===== src/hdl/edfs_pkg.sv =====
// Shared types and constants of the EDF periodic task scheduler.
// Used by edfs_front, edfs_back and edf_periodic_task_scheduler_core.
// No dependencies.
package edfs_pkg;

    // Table size and time width
    localparam int TASKS     = 8;
    localparam int TIME_BITS = 32;

    // Fixed field widths of the item and result words
    localparam int OP_W     = 2;
    localparam int PERIOD_W = 32;
    localparam int NOW_W    = 32;
    localparam int SEL_W    = 4;
    localparam int MISS_W   = 8;

    // Slot index width
    localparam int IDX_W = (TASKS > 1) ? $clog2(TASKS) : 1;

    typedef logic [TIME_BITS-1:0] t_time;
    typedef logic [IDX_W-1:0]     t_idx;
    typedef logic [SEL_W-1:0]     t_sel;

    // Operation codes as they arrive on the op field
    typedef enum logic [OP_W-1:0] {
        OP_CREATE = 2'd0,
        OP_END    = 2'd1,
        OP_SCHED  = 2'd2,
        OP_NONE   = 2'd3
    } t_op;

    // Task life-cycle codes
    typedef enum logic [2:0] {
        ST_UNUSED    = 3'd0,
        ST_DEFINED   = 3'd1,
        ST_READY     = 3'd2,
        ST_RUNNING   = 3'd3,
        ST_PREEMPTED = 3'd4,
        ST_ENDED     = 3'd5,
        ST_FAILED    = 3'd6
    } t_task_st;

    // Classified command word from front to back
    typedef struct packed {
        logic                valid;
        t_op                 op;
        logic [PERIOD_W-1:0] period;
        t_time               now;
    } t_cmd;

    // Result word
    typedef struct packed {
        logic              ok;
        t_sel              slot;
        t_sel              selected;
        logic [MISS_W-1:0] missed;
    } t_res;

endpackage


===== src/hdl/edfs_front.sv =====
// Front end of the EDF scheduler: accepts input words, decodes the op
// and buffers classified commands in a two-entry queue for the back end.
// Depends on edfs_pkg.
module edfs_front (
    input  logic                         i_clk,
    input  logic                         i_rst_n,
    input  logic                         i_push,
    output logic                         o_full,
    input  logic [edfs_pkg::OP_W-1:0]     i_op,
    input  logic [edfs_pkg::PERIOD_W-1:0] i_period,
    input  logic [edfs_pkg::NOW_W-1:0]    i_now,
    output edfs_pkg::t_cmd               o_cmd,
    input  logic                         i_cmd_pop
);
    import edfs_pkg::*;

    t_cmd       r_q [2];
    logic       r_wr_ptr;
    logic       r_rd_ptr;
    logic [1:0] r_count;
    t_op        n_op;
    t_cmd       n_word;
    logic       push_ok;
    logic       pop_ok;

    // Decode the raw op; the spare code becomes a no-op
    always_comb begin
        unique case (i_op)
            OP_CREATE: n_op = OP_CREATE;
            OP_END:    n_op = OP_END;
            OP_SCHED:  n_op = OP_SCHED;
            default:   n_op = OP_NONE;
        endcase
    end

    always_comb begin
        n_word.valid  = 1'b1;
        n_word.op     = n_op;
        n_word.period = i_period;
        n_word.now    = TIME_BITS'(i_now);
    end

    assign o_full  = (r_count == 2'd2);
    assign push_ok = i_push && !o_full;
    assign pop_ok  = i_cmd_pop && (r_count != 2'd0);

    // Present the oldest word
    always_comb begin
        o_cmd       = r_q[r_rd_ptr];
        o_cmd.valid = (r_count != 2'd0);
    end

    // Hold the queue and its pointers
    always_ff @(posedge i_clk) begin
        if (!i_rst_n) begin
            r_wr_ptr <= 1'b0;
            r_rd_ptr <= 1'b0;
            r_count  <= 2'd0;
        end else begin
            if (push_ok) begin
                r_q[r_wr_ptr] <= n_word;
                r_wr_ptr      <= ~r_wr_ptr;
            end
            if (pop_ok) begin
                r_rd_ptr <= ~r_rd_ptr;
            end
            if (push_ok && !pop_ok) begin
                r_count <= r_count + 2'd1;
            end else if (pop_ok && !push_ok) begin
                r_count <= r_count - 2'd1;
            end
        end
    end

endmodule


===== src/hdl/edfs_back.sv =====
// Back end of the EDF scheduler: task table, command sequencer with a
// one-slot-per-cycle scheduling scan, and the result register.
// Depends on edfs_pkg.
module edfs_back (
    input  logic           i_clk,
    input  logic           i_rst_n,
    input  edfs_pkg::t_cmd i_cmd,
    output logic           o_cmd_pop,
    output edfs_pkg::t_res o_res,
    output logic           o_res_valid,
    input  logic           i_res_pop
);
    import edfs_pkg::*;

    typedef enum logic [1:0] {
        S_IDLE,
        S_SCAN,
        S_PICK
    } t_state;

    // Task table
    t_task_st            r_st  [TASKS];
    t_time               r_rt  [TASKS];
    t_time               r_dl  [TASKS];
    logic [PERIOD_W-1:0] r_per [TASKS];
    t_sel                r_run;

    // Sequencer and scan registers
    t_state              r_state;
    t_idx                r_idx;
    t_time               r_now;
    logic                r_have;
    t_idx                r_best;
    t_time               r_best_dl;
    logic [PERIOD_W-1:0] r_best_per;
    logic [MISS_W-1:0]   r_missed;
    t_res                r_res;
    logic                r_res_valid;

    logic                res_free;
    logic                res_load;
    logic                free_found;
    t_idx                free_idx;

    t_task_st            cur_st;
    t_time               cur_dl;
    logic [PERIOD_W-1:0] cur_per;
    logic                used;
    logic                ended;
    t_time               s_rt;
    t_time               s_dl;
    t_task_st            s0;
    t_task_st            s1;
    t_task_st            s2;
    t_task_st            s3;
    logic                miss;
    logic                cand;
    logic                better;
    logic [MISS_W-1:0]   miss_bit;

    assign res_free    = !r_res_valid || i_res_pop;
    assign o_res       = r_res;
    assign o_res_valid = r_res_valid;

    // Take a command when it can be carried out now
    assign o_cmd_pop = (r_state == S_IDLE) && i_cmd.valid &&
                       ((i_cmd.op == OP_SCHED) || res_free);

    // A result word is written by every finished command
    assign res_load = ((r_state == S_IDLE) && o_cmd_pop && (i_cmd.op != OP_SCHED)) ||
                      ((r_state == S_PICK) && res_free);

    // Find the lowest unused or ended slot
    always_comb begin
        free_found = 1'b0;
        free_idx   = '0;
        for (int i = 0; i < TASKS; i++) begin
            if (!free_found && ((r_st[i] == ST_UNUSED) || (r_st[i] == ST_ENDED))) begin
                free_found = 1'b1;
                free_idx   = IDX_W'(i);
            end
        end
    end

    // Evaluate the slot under the scan pointer
    always_comb begin
        cur_st  = r_st[r_idx];
        cur_dl  = r_dl[r_idx];
        cur_per = r_per[r_idx];
        used    = (cur_st != ST_UNUSED);
        ended   = (cur_st == ST_ENDED);
        // renew an ended task for its next period
        s_rt    = ended ? cur_dl : r_rt[r_idx];
        s_dl    = ended ? (cur_dl + TIME_BITS'(cur_per)) : cur_dl;
        s0      = ended ? ST_DEFINED : cur_st;
        // release when due
        s1      = (((s0 == ST_DEFINED) || (s0 == ST_FAILED)) && (s_rt <= r_now)) ?
                  ST_READY : s0;
        // deadline miss
        miss    = (s_dl < r_now);
        s2      = miss ? ST_FAILED : s1;
        // preempt the running task
        s3      = (s2 == ST_RUNNING) ? ST_PREEMPTED : s2;
        cand    = used && ((s3 == ST_READY) || (s3 == ST_PREEMPTED));
        better  = !r_have || (s_dl < r_best_dl) ||
                  ((s_dl == r_best_dl) && (cur_per < r_best_per));
        miss_bit = MISS_W'(1) << r_idx;
    end

    // Sequencer, table and result register
    always_ff @(posedge i_clk) begin
        if (!i_rst_n) begin
            r_state     <= S_IDLE;
            r_res_valid <= 1'b0;
            r_run       <= SEL_W'(TASKS);
            for (int i = 0; i < TASKS; i++) begin
                r_st[i] <= ST_UNUSED;
            end
        end else begin
            // load a new result word, or drop the one just popped
            if (res_load) begin
                r_res_valid <= 1'b1;
            end else if (i_res_pop) begin
                r_res_valid <= 1'b0;
            end
            unique case (r_state)
                S_IDLE: begin
                    if (o_cmd_pop) begin
                        unique case (i_cmd.op)
                            OP_CREATE: begin
                                if (free_found) begin
                                    r_per[free_idx] <= i_cmd.period;
                                    r_rt[free_idx]  <= '0;
                                    r_dl[free_idx]  <= TIME_BITS'(i_cmd.period);
                                    r_st[free_idx]  <= ST_DEFINED;
                                end
                                r_res.ok       <= free_found;
                                r_res.slot     <= free_found ? SEL_W'(free_idx) :
                                                  SEL_W'(TASKS);
                                r_res.selected <= r_run;
                                r_res.missed   <= '0;
                            end
                            OP_END: begin
                                if (r_run < SEL_W'(TASKS)) begin
                                    r_st[r_run[IDX_W-1:0]] <= ST_ENDED;
                                end
                                r_res.ok       <= 1'b1;
                                r_res.slot     <= SEL_W'(TASKS);
                                r_res.selected <= r_run;
                                r_res.missed   <= '0;
                            end
                            OP_SCHED: begin
                                r_now    <= i_cmd.now;
                                r_idx    <= '0;
                                r_have   <= 1'b0;
                                r_missed <= '0;
                                r_state  <= S_SCAN;
                            end
                            OP_NONE: begin
                                r_res.ok       <= 1'b0;
                                r_res.slot     <= SEL_W'(TASKS);
                                r_res.selected <= r_run;
                                r_res.missed   <= '0;
                            end
                        endcase
                    end
                end
                S_SCAN: begin
                    if (used) begin
                        r_st[r_idx] <= s3;
                        r_rt[r_idx] <= s_rt;
                        r_dl[r_idx] <= s_dl;
                        if (miss) begin
                            r_missed <= r_missed | miss_bit;
                        end
                        if (cand && better) begin
                            r_have     <= 1'b1;
                            r_best     <= r_idx;
                            r_best_dl  <= s_dl;
                            r_best_per <= cur_per;
                        end
                    end
                    if (r_idx == IDX_W'(TASKS - 1)) begin
                        r_state <= S_PICK;
                    end else begin
                        r_idx <= r_idx + IDX_W'(1);
                    end
                end
                S_PICK: begin
                    // commit the winner once the result register is free
                    if (res_free) begin
                        if (r_have) begin
                            r_st[r_best] <= ST_RUNNING;
                        end
                        r_run          <= r_have ? SEL_W'(r_best) : SEL_W'(TASKS);
                        r_res.ok       <= 1'b1;
                        r_res.slot     <= SEL_W'(TASKS);
                        r_res.selected <= r_have ? SEL_W'(r_best) : SEL_W'(TASKS);
                        r_res.missed   <= r_missed;
                        r_state        <= S_IDLE;
                    end
                end
                default: begin
                    r_state <= S_IDLE;
                end
            endcase
        end
    end

endmodule


===== src/hdl/edf_periodic_task_scheduler_core.sv =====
// Top level of the EDF periodic task scheduler.
// Instantiates edfs_front and edfs_back; depends on edfs_pkg.
//
// Earliest-deadline-first scheduler over a table of eight periodic tasks.
// Words are pushed like into a queue (push/full) and one result per word is
// popped like from a queue (empty/pop), oldest first. op 0 creates a task in
// the lowest unused or ended slot, op 1 ends the running task, op 2 runs a
// scheduling pass at time now, op 3 does nothing. A create, end or no-op word
// reaches the result register once the back end is idle and the result
// register is free. A schedule word loads its time, scans the table one slot
// a cycle through a single port, and commits the winner once the result
// register is free. The front queue holds two words, so input is taken while
// the back end works and while a result waits to be popped.
module edf_periodic_task_scheduler_core (
    input  logic                          i_clk,
    input  logic                          i_rst_n,
    input  logic                          push,
    output logic                          full,
    input  logic [edfs_pkg::OP_W-1:0]     i_op,
    input  logic [edfs_pkg::PERIOD_W-1:0] i_period,
    input  logic [edfs_pkg::NOW_W-1:0]    i_now,
    output logic                          empty,
    input  logic                          pop,
    output logic                          o_ok,
    output logic [edfs_pkg::SEL_W-1:0]    o_slot,
    output logic [edfs_pkg::SEL_W-1:0]    o_selected,
    output logic                          o_idle,
    output logic [edfs_pkg::MISS_W-1:0]   o_missed_mask
);
    import edfs_pkg::*;

    t_cmd cmd;
    logic cmd_pop;
    t_res res;
    logic res_valid;

    // Accept and classify
    edfs_front u_front (
        .i_clk     (i_clk),
        .i_rst_n   (i_rst_n),
        .i_push    (push),
        .o_full    (full),
        .i_op      (i_op),
        .i_period  (i_period),
        .i_now     (i_now),
        .o_cmd     (cmd),
        .i_cmd_pop (cmd_pop)
    );

    // Carry out
    edfs_back u_back (
        .i_clk       (i_clk),
        .i_rst_n     (i_rst_n),
        .i_cmd       (cmd),
        .o_cmd_pop   (cmd_pop),
        .o_res       (res),
        .o_res_valid (res_valid),
        .i_res_pop   (pop)
    );

    // Drive the result ports
    assign empty         = !res_valid;
    assign o_ok          = res.ok;
    assign o_slot        = res.slot;
    assign o_selected    = res.selected;
    assign o_idle        = (res.selected == SEL_W'(TASKS));
    assign o_missed_mask = res.missed;

endmodule

===== config.mk =====
export PLATFORM = sky130hd
export DESIGN_NAME = edf_periodic_task_scheduler_core
export DESIGN_NICKNAME = d
export VERILOG_FILES = /design/src/hdl/edfs_pkg.sv /design/src/hdl/edfs_front.sv /design/src/hdl/edfs_back.sv /design/src/hdl/edf_periodic_task_scheduler_core.sv
export SDC_FILE = /design/constraint.sdc
export NUM_CORES = 1
export LEC_CHECK = 0
export ABC_AREA = 1
export BUFFER_PORTS_ARGS = -buffer_cell sky130_fd_sc_hd__buf_2
export CORE_UTILIZATION = 46
export CTS_CLUSTER_SIZE = 25
export DETAILED_ROUTE_END_ITERATION = 10
export GPL_TIMING_DRIVEN = 0
export PLACE_DENSITY_LB_ADDON = 0.08
export SYNTH_ARGS = -nofsm -noshare
export SYNTH_HDL_FRONTEND = slang
export SYNTH_HIERARCHICAL = 1
export SYNTH_SLANG_ARGS = --single-unit

===== constraint.sdc =====
create_clock -name i_clk -period 10.2 [get_ports i_clk]
set_input_delay 0.51 -clock i_clk [delete_from_list [all_inputs] [get_ports i_clk]]
set_output_delay 0.51 -clock i_clk [all_outputs]
set_load 0.02 [all_outputs]

## Yosys cells after proc, flatten, opt, wreduce, memory -nomap -nowiden

Memory sizes are Yosys's and may differ from the RTL's. A register that Yosys moved wholly into a read port is not among the register bits.
Cells that the tools add are included.

- Register bits after elaboration: 139
- Bits in writable memories: 924
- Input port bits: 70
- Output and inout port bits: 20
- Logic and storage cells: 248
- Memories kept: 5

- Add/sub/neg operators: 4
- $lt $le $gt $ge: 5
- Equality and inequality tests: 35
- Shift operators: 1
- Multiplexer cells: 100
- Bitwise gates (word level): 3
- Reductions and logical operators: 78

Memories:

| memory | depth | width | read ports | clocked after Yosys merged registers in | wr ports | RTL line | text |
|---|---|---|---|---|---|---|---|
| u_back.r_dl | 8 | 32 | 1 | 1 | 1 | edfs_back.sv:24 | `t_time r_dl [TASKS];` |
| u_back.r_per | 8 | 32 | 1 | 1 | 1 | edfs_back.sv:25 | `logic [PERIOD_W-1:0] r_per [TASKS];` |
| u_back.r_rt | 8 | 32 | 1 | 1 | 1 | edfs_back.sv:23 | `t_time r_rt [TASKS];` |
| u_front.r_q | 2 | 66 | 1 | 1 | 1 | edfs_front.sv:17 | `t_cmd r_q [2];` |
| u_back.r_st | 8 | 3 | 9 | 1 | 8 | edfs_back.sv:22 | `t_task_st r_st [TASKS];` |

Operator list:

| kind | count |
|---|---|
| 32-bit 2-to-1 mux | 4 |
| 32-bit < comparator | 3 |
| 3-bit 2-to-1 mux | 25 |
| 32-bit OR reduction | 2 |
| 17-bit one-hot mux with 3 select lines | 1 |
| 1-bit 2-to-1 mux | 48 |
| 3-bit equality test (second input constant) | 12 |
| 17-bit 2-to-1 mux | 2 |
| 17-bit one-hot mux with 2 select lines | 1 |
| 32-bit adder | 1 |
| 32-bit equality test | 1 |
| 32-bit <= comparator | 1 |
| 8-bit 2-to-1 mux | 4 |
| 3-bit logical NOT | 8 |
| 1-bit logical AND | 20 |
| 2-bit 2-to-1 mux | 8 |
| 8-bit one-hot mux with 2 select lines | 1 |
| 1-bit logical OR | 15 |
| 1-bit logical NOT | 12 |
| 2-bit by 1-bit inequality test with 1-bit output (second input constant) | 6 |
| 2-bit one-hot mux with 3 select lines | 2 |
| 4-bit AND reduction | 3 |
| 6-bit AND reduction | 2 |
| 3-bit OR reduction | 4 |
| other kinds (22) | 40 |

## Logic depth before layout (Yosys ltp)

An unclocked memory read counts as a cell.

- Word-level depth: 36
- Gate-level depth with buffers: 40
- Depth with buffers taken out: 33

## By module

The synthesis kept the hierarchy.

Modules (own cells, without submodules):

| module | instances | cells each | area an instance (µm²) | sequential area each (µm²) |
|---|---|---|---|---|
| edfs_back | 1 | 3623 | 41682.5 | 27826.7 |
| edfs_front | 1 | 246 | 5181.2 | 4063.9 |
| edf_periodic_task_scheduler_core | 1 | 7 | 26.3 | 0.0 |

## Worst setup path before layout

No wires, ideal clock.

- Path kind: register to register
- From: reg (tool-made name)
- To: reg u_back.r_best[0], enable pin
- Library setup time: 0.493 ns
- Arrival: 8.105 ns
- Required time: 9.707 ns
- Path slack: 1.602 ns
- Cell stages (with the launch flop): 40
- Path buffers: 8
- Period minus slack after synthesis: 8.598 ns
- Cell sequence: dfxtp_1 buf_6 buf_4 buf_4 buf_2 buf_2 buf_2 buf_2 buf_1 nor2_1 o22ai_1 nor2_1 a31oi_1 ha_1 nand3_1 nand2_1 nand2_1 nand3_1 (+4 left out) nand2_1 nand2_1 a21oi_1 inv_1 a21oi_1 xor2_1 mux2i_1 ha_1 nand4_1 inv_1 nand4_1 nor4b_1 nand2_1 a211oi_1 a21oi_1 nor2_1 nand2_1 nor2_1

RTL lines:

| item | RTL line | text |
|---|---|---|
| end signal: assignment | edfs_back.sv:178 | `r_best <= r_idx;` |
| end: declaration | edfs_back.sv:33 | `t_idx r_best;` |

==> impl_metrics.tcl <==
set metrics [dict create \
    status "finished clean" \
    min_period_ns 9.618 \
    synth_seq_cells 1067 \
    p_leak_nw 19.94 \
    die_y_microns 321.3 \
    drc 0 \
    core_area_sq_um 100600 \
    async_flop_share 0 \
    ir_drop_uv 180.7 \
    gp_congestion 0.9648 \
    syn_inst 3876 \
    die_area_sq_um 103200 \
    wire_per_inst_microns 24.49 \
    regArea_sq_um 31890 \
    cts_root_buffer "clkbuf_16" \
    grt_max_degree 31 \
    ys.warnings.count 6 \
    slowest_delay_ns 0.57 \
    synth_area_leaders "edfxtp_1, ha_1, o21ai_0" \
    io_pins 90 \
    io_buffers 87 \
    final_common_cell "edfxtp_1" \
    routed_wirelength_mm 138.2 \
    layout_common_cells "edfxtp_1, nand2_1, nor2_1" \
    placed_area_sq_um 50040 \
    final_cells 5644 \
    worstPathRequired_ns 10.59 \
    ys.flop_type "edfxtp_1" \
    first_pass_iters 5 \
    grt_pass1_vias 30210 \
    drt_iter0_drc 3098 \
    cts.path.max_buffers 3 \
    critical_path_class "flop to flop" \
    clock_latency_ns 0.71 \
    post-route-period-util 0.9430 \
    gr-total-overflow 0 \
    setup_viol 0 \
    tightest_slew_ns 1.382 \
    antenna_left 0 \
    grt.total_usage 0.2689 \
    die_width_microns 321.3 \
    ys_types 60 \
    power_density_nw_per_um2 264.4 \
    hold_violations 0 \
    p_total_mw 14.40 \
    path_clk_slew_ns 0.06 \
    grt_pass1_wl_mm 201.3 \
    cts_tree "yes" \
    ctsHtreeMaxLevel 3 \
    hold_class "input port to flop" \
    multi_input_comb_area_sq_um 13210 \
    critPathCaptureType "flop" \
    cp_slowest_cell "o21ai_1" \
    slew_viol_final 0 \
    synth_nets 4111 \
    grt_setup_unrepaired "false" \
    dp_hpwl_mm 99.20 \
    drt-vias-per-instance 5.562 \
    arrival_ns 10.01 \
    cp-start-kind "flop" \
    final_cell_area_sq_um 54470 \
    yosys.area.top_type "edfxtp_1" \
    cts_buffers 112 \
    fin_setup_tns_ns 0 \
    antenna_found_initial 5 \
    start_util 0.4662 \
    cp_common_cell "nand2_1" \
    netlist.area_leader.share 0.6737 \
    fmax_mhz 104.0 \
    avgSynthCellArea_sq_um 12.10 \
    seq_area_frac_synth 0.6801 \
    nets 4422 \
    dp_cells 5365 \
    hp-start "i_now[15]" \
    skew_ns 0.03512 \
    area_delta_synth_final_pct 16.17 \
    netlist_area_sq_um 46890 \
    row_count 116 \
    drv_cap 0 \
    drive_gt1_frac 0.1139 \
    synth_edf_count 1052 \
    clkSinkCount 1067 \
    dr_total_vias 31390 \
    slew_headroom 0.07260 \
    n_fill_cell 8567 \
    crit_fanout 30 \
]
[per-layer routing]
| layer | part of all wire | global-route usage | vias up |
|---|---|---|---|
| met4 | 0.028 | 0.08339 | 0 |
| met3 | 0.062 | 0.03287 | 183 |
| met1 | 0.45 | 0.3880 | 15520 |
| met5 | 0 | 0 | - |
| li1 | - | - | 14640 |
| met2 | 0.46 | 0.4256 | 1051 |
[registers in the layout, summed over array words and instances (netlist names), 3 cells and up, named ones only]
signal / count
u_back/r_missed: 8
u_back/r_st: 24
u_back/r_run: 4
u_back/r_best_per: 32
u_back/r_per: 256
u_back/o_res: 17
u_front/r_q: 132
u_back/r_best_dl: 32
u_back/r_dl: 256
u_back/r_best: 3
u_back/r_rt: 256
u_back/r_idx: 3
u_back/r_now: 32
[cell usage after synthesis (18+ instances only)]
master and n:
a31oi_1 37, nor2_1 496, a21oi_1 248, a221oi_1 53, clkbuf_1 102, buf_1 28
nand2_1 518, mux2_4 40, nand3_1 64, nand4_1 18, o22ai_1 99, buf_2 47
edfxtp_1 1052, mux2_2 26, ha_1 164, inv_1 287, o21ai_0 397
[worst paths after layout]
| check | slack (ns) | to | depth (start not counted) |
|---|---|---|---|
| max reg2reg | 0.58 | u_back/r_best_per[13] | 40 |
| min reg2reg | 0.48 | u_front/r_wr_ptr | 2 |
| max | 0.58 | u_back/r_best_per[13] | 40 |
| min | 0.05 | u_front/r_q[1][15] | 1 |
[area by class of cell]
| cell class | instances | area share |
|---|---|---|
| flip-flops and latches | 1067 | 0.5854 |
| clock buffers | 127 | 0.05287 |
| plain buffers | 187 | 0.01550 |
| clock inverters | 85 | 0.01594 |
| multi-input cells | 2327 | 0.2425 |
| inverters | 294 | 0.02035 |
| well taps | 1357 | 0.03117 |
| repair buffers | 198 | 0.03615 |
| diodes | 2 | 0.00009188 |
[stage by stage]
step / hold WS (ns) / util / setup slack (ns)
detailed placement: 0.4672 / 0.4975 / -0.9874
floorplan: 0.4429 / - / 1.602
finish: 0.04831 / 0.5416 / 0.5817
global placement: 0.4521 / 0.4874 / -4.656
global route: 0.02857 / 0.5415 / 0.2357
CTS: 0.003290 / 0.5413 / 0.02762
[what timing repair did]
action | CTS | global route
endpoints found under the setup margin | 67 | 63
pin swaps | 1 | 1
endpoints found under the hold margin | 128 | 0
hold buffers | 64 | 0
buffers inserted | 0 | 2
gates cloned | 1 | 0
gates resized for setup | 9 | 2
[power breakdown]
group / internal (mW) / switching [mW]
Clock: 2.43 / 1.72
Combinational: 1.44 / 3.49
Sequential: 5.28 / 0.0520
Total: 9.15 / 5.26
[worst max-delay path, delay by kind of cell (launching register included)]
kind | cells | cell delay, ns
fa+ha+maj | 2 | 0.59
xor+xnor | 1 | 0.13
compound gates | 10 | 2.78
simple gates | 16 | 2.18
buf+inv | 11 | 3.17
flops | 1 | 0.32
[logic make-up (layout without fill, tap and decap cells)]
group | Yosys count | in the layout | share of synthesized area
flops | 1067 | 1067 | 0.6801
compound gates | 913 | 913 | 0.1098
buf+inv | 483 | 891 | 0.04171
mux | 74 | 74 | 0.02076
fa+ha+maj | 165 | 165 | 0.04419
other cells | 0 | 2 | 0
simple gates | 1146 | 1147 | 0.09820
xor+xnor | 28 | 28 | 0.005230
Note: power is estimated with default switching activity, not from simulation.
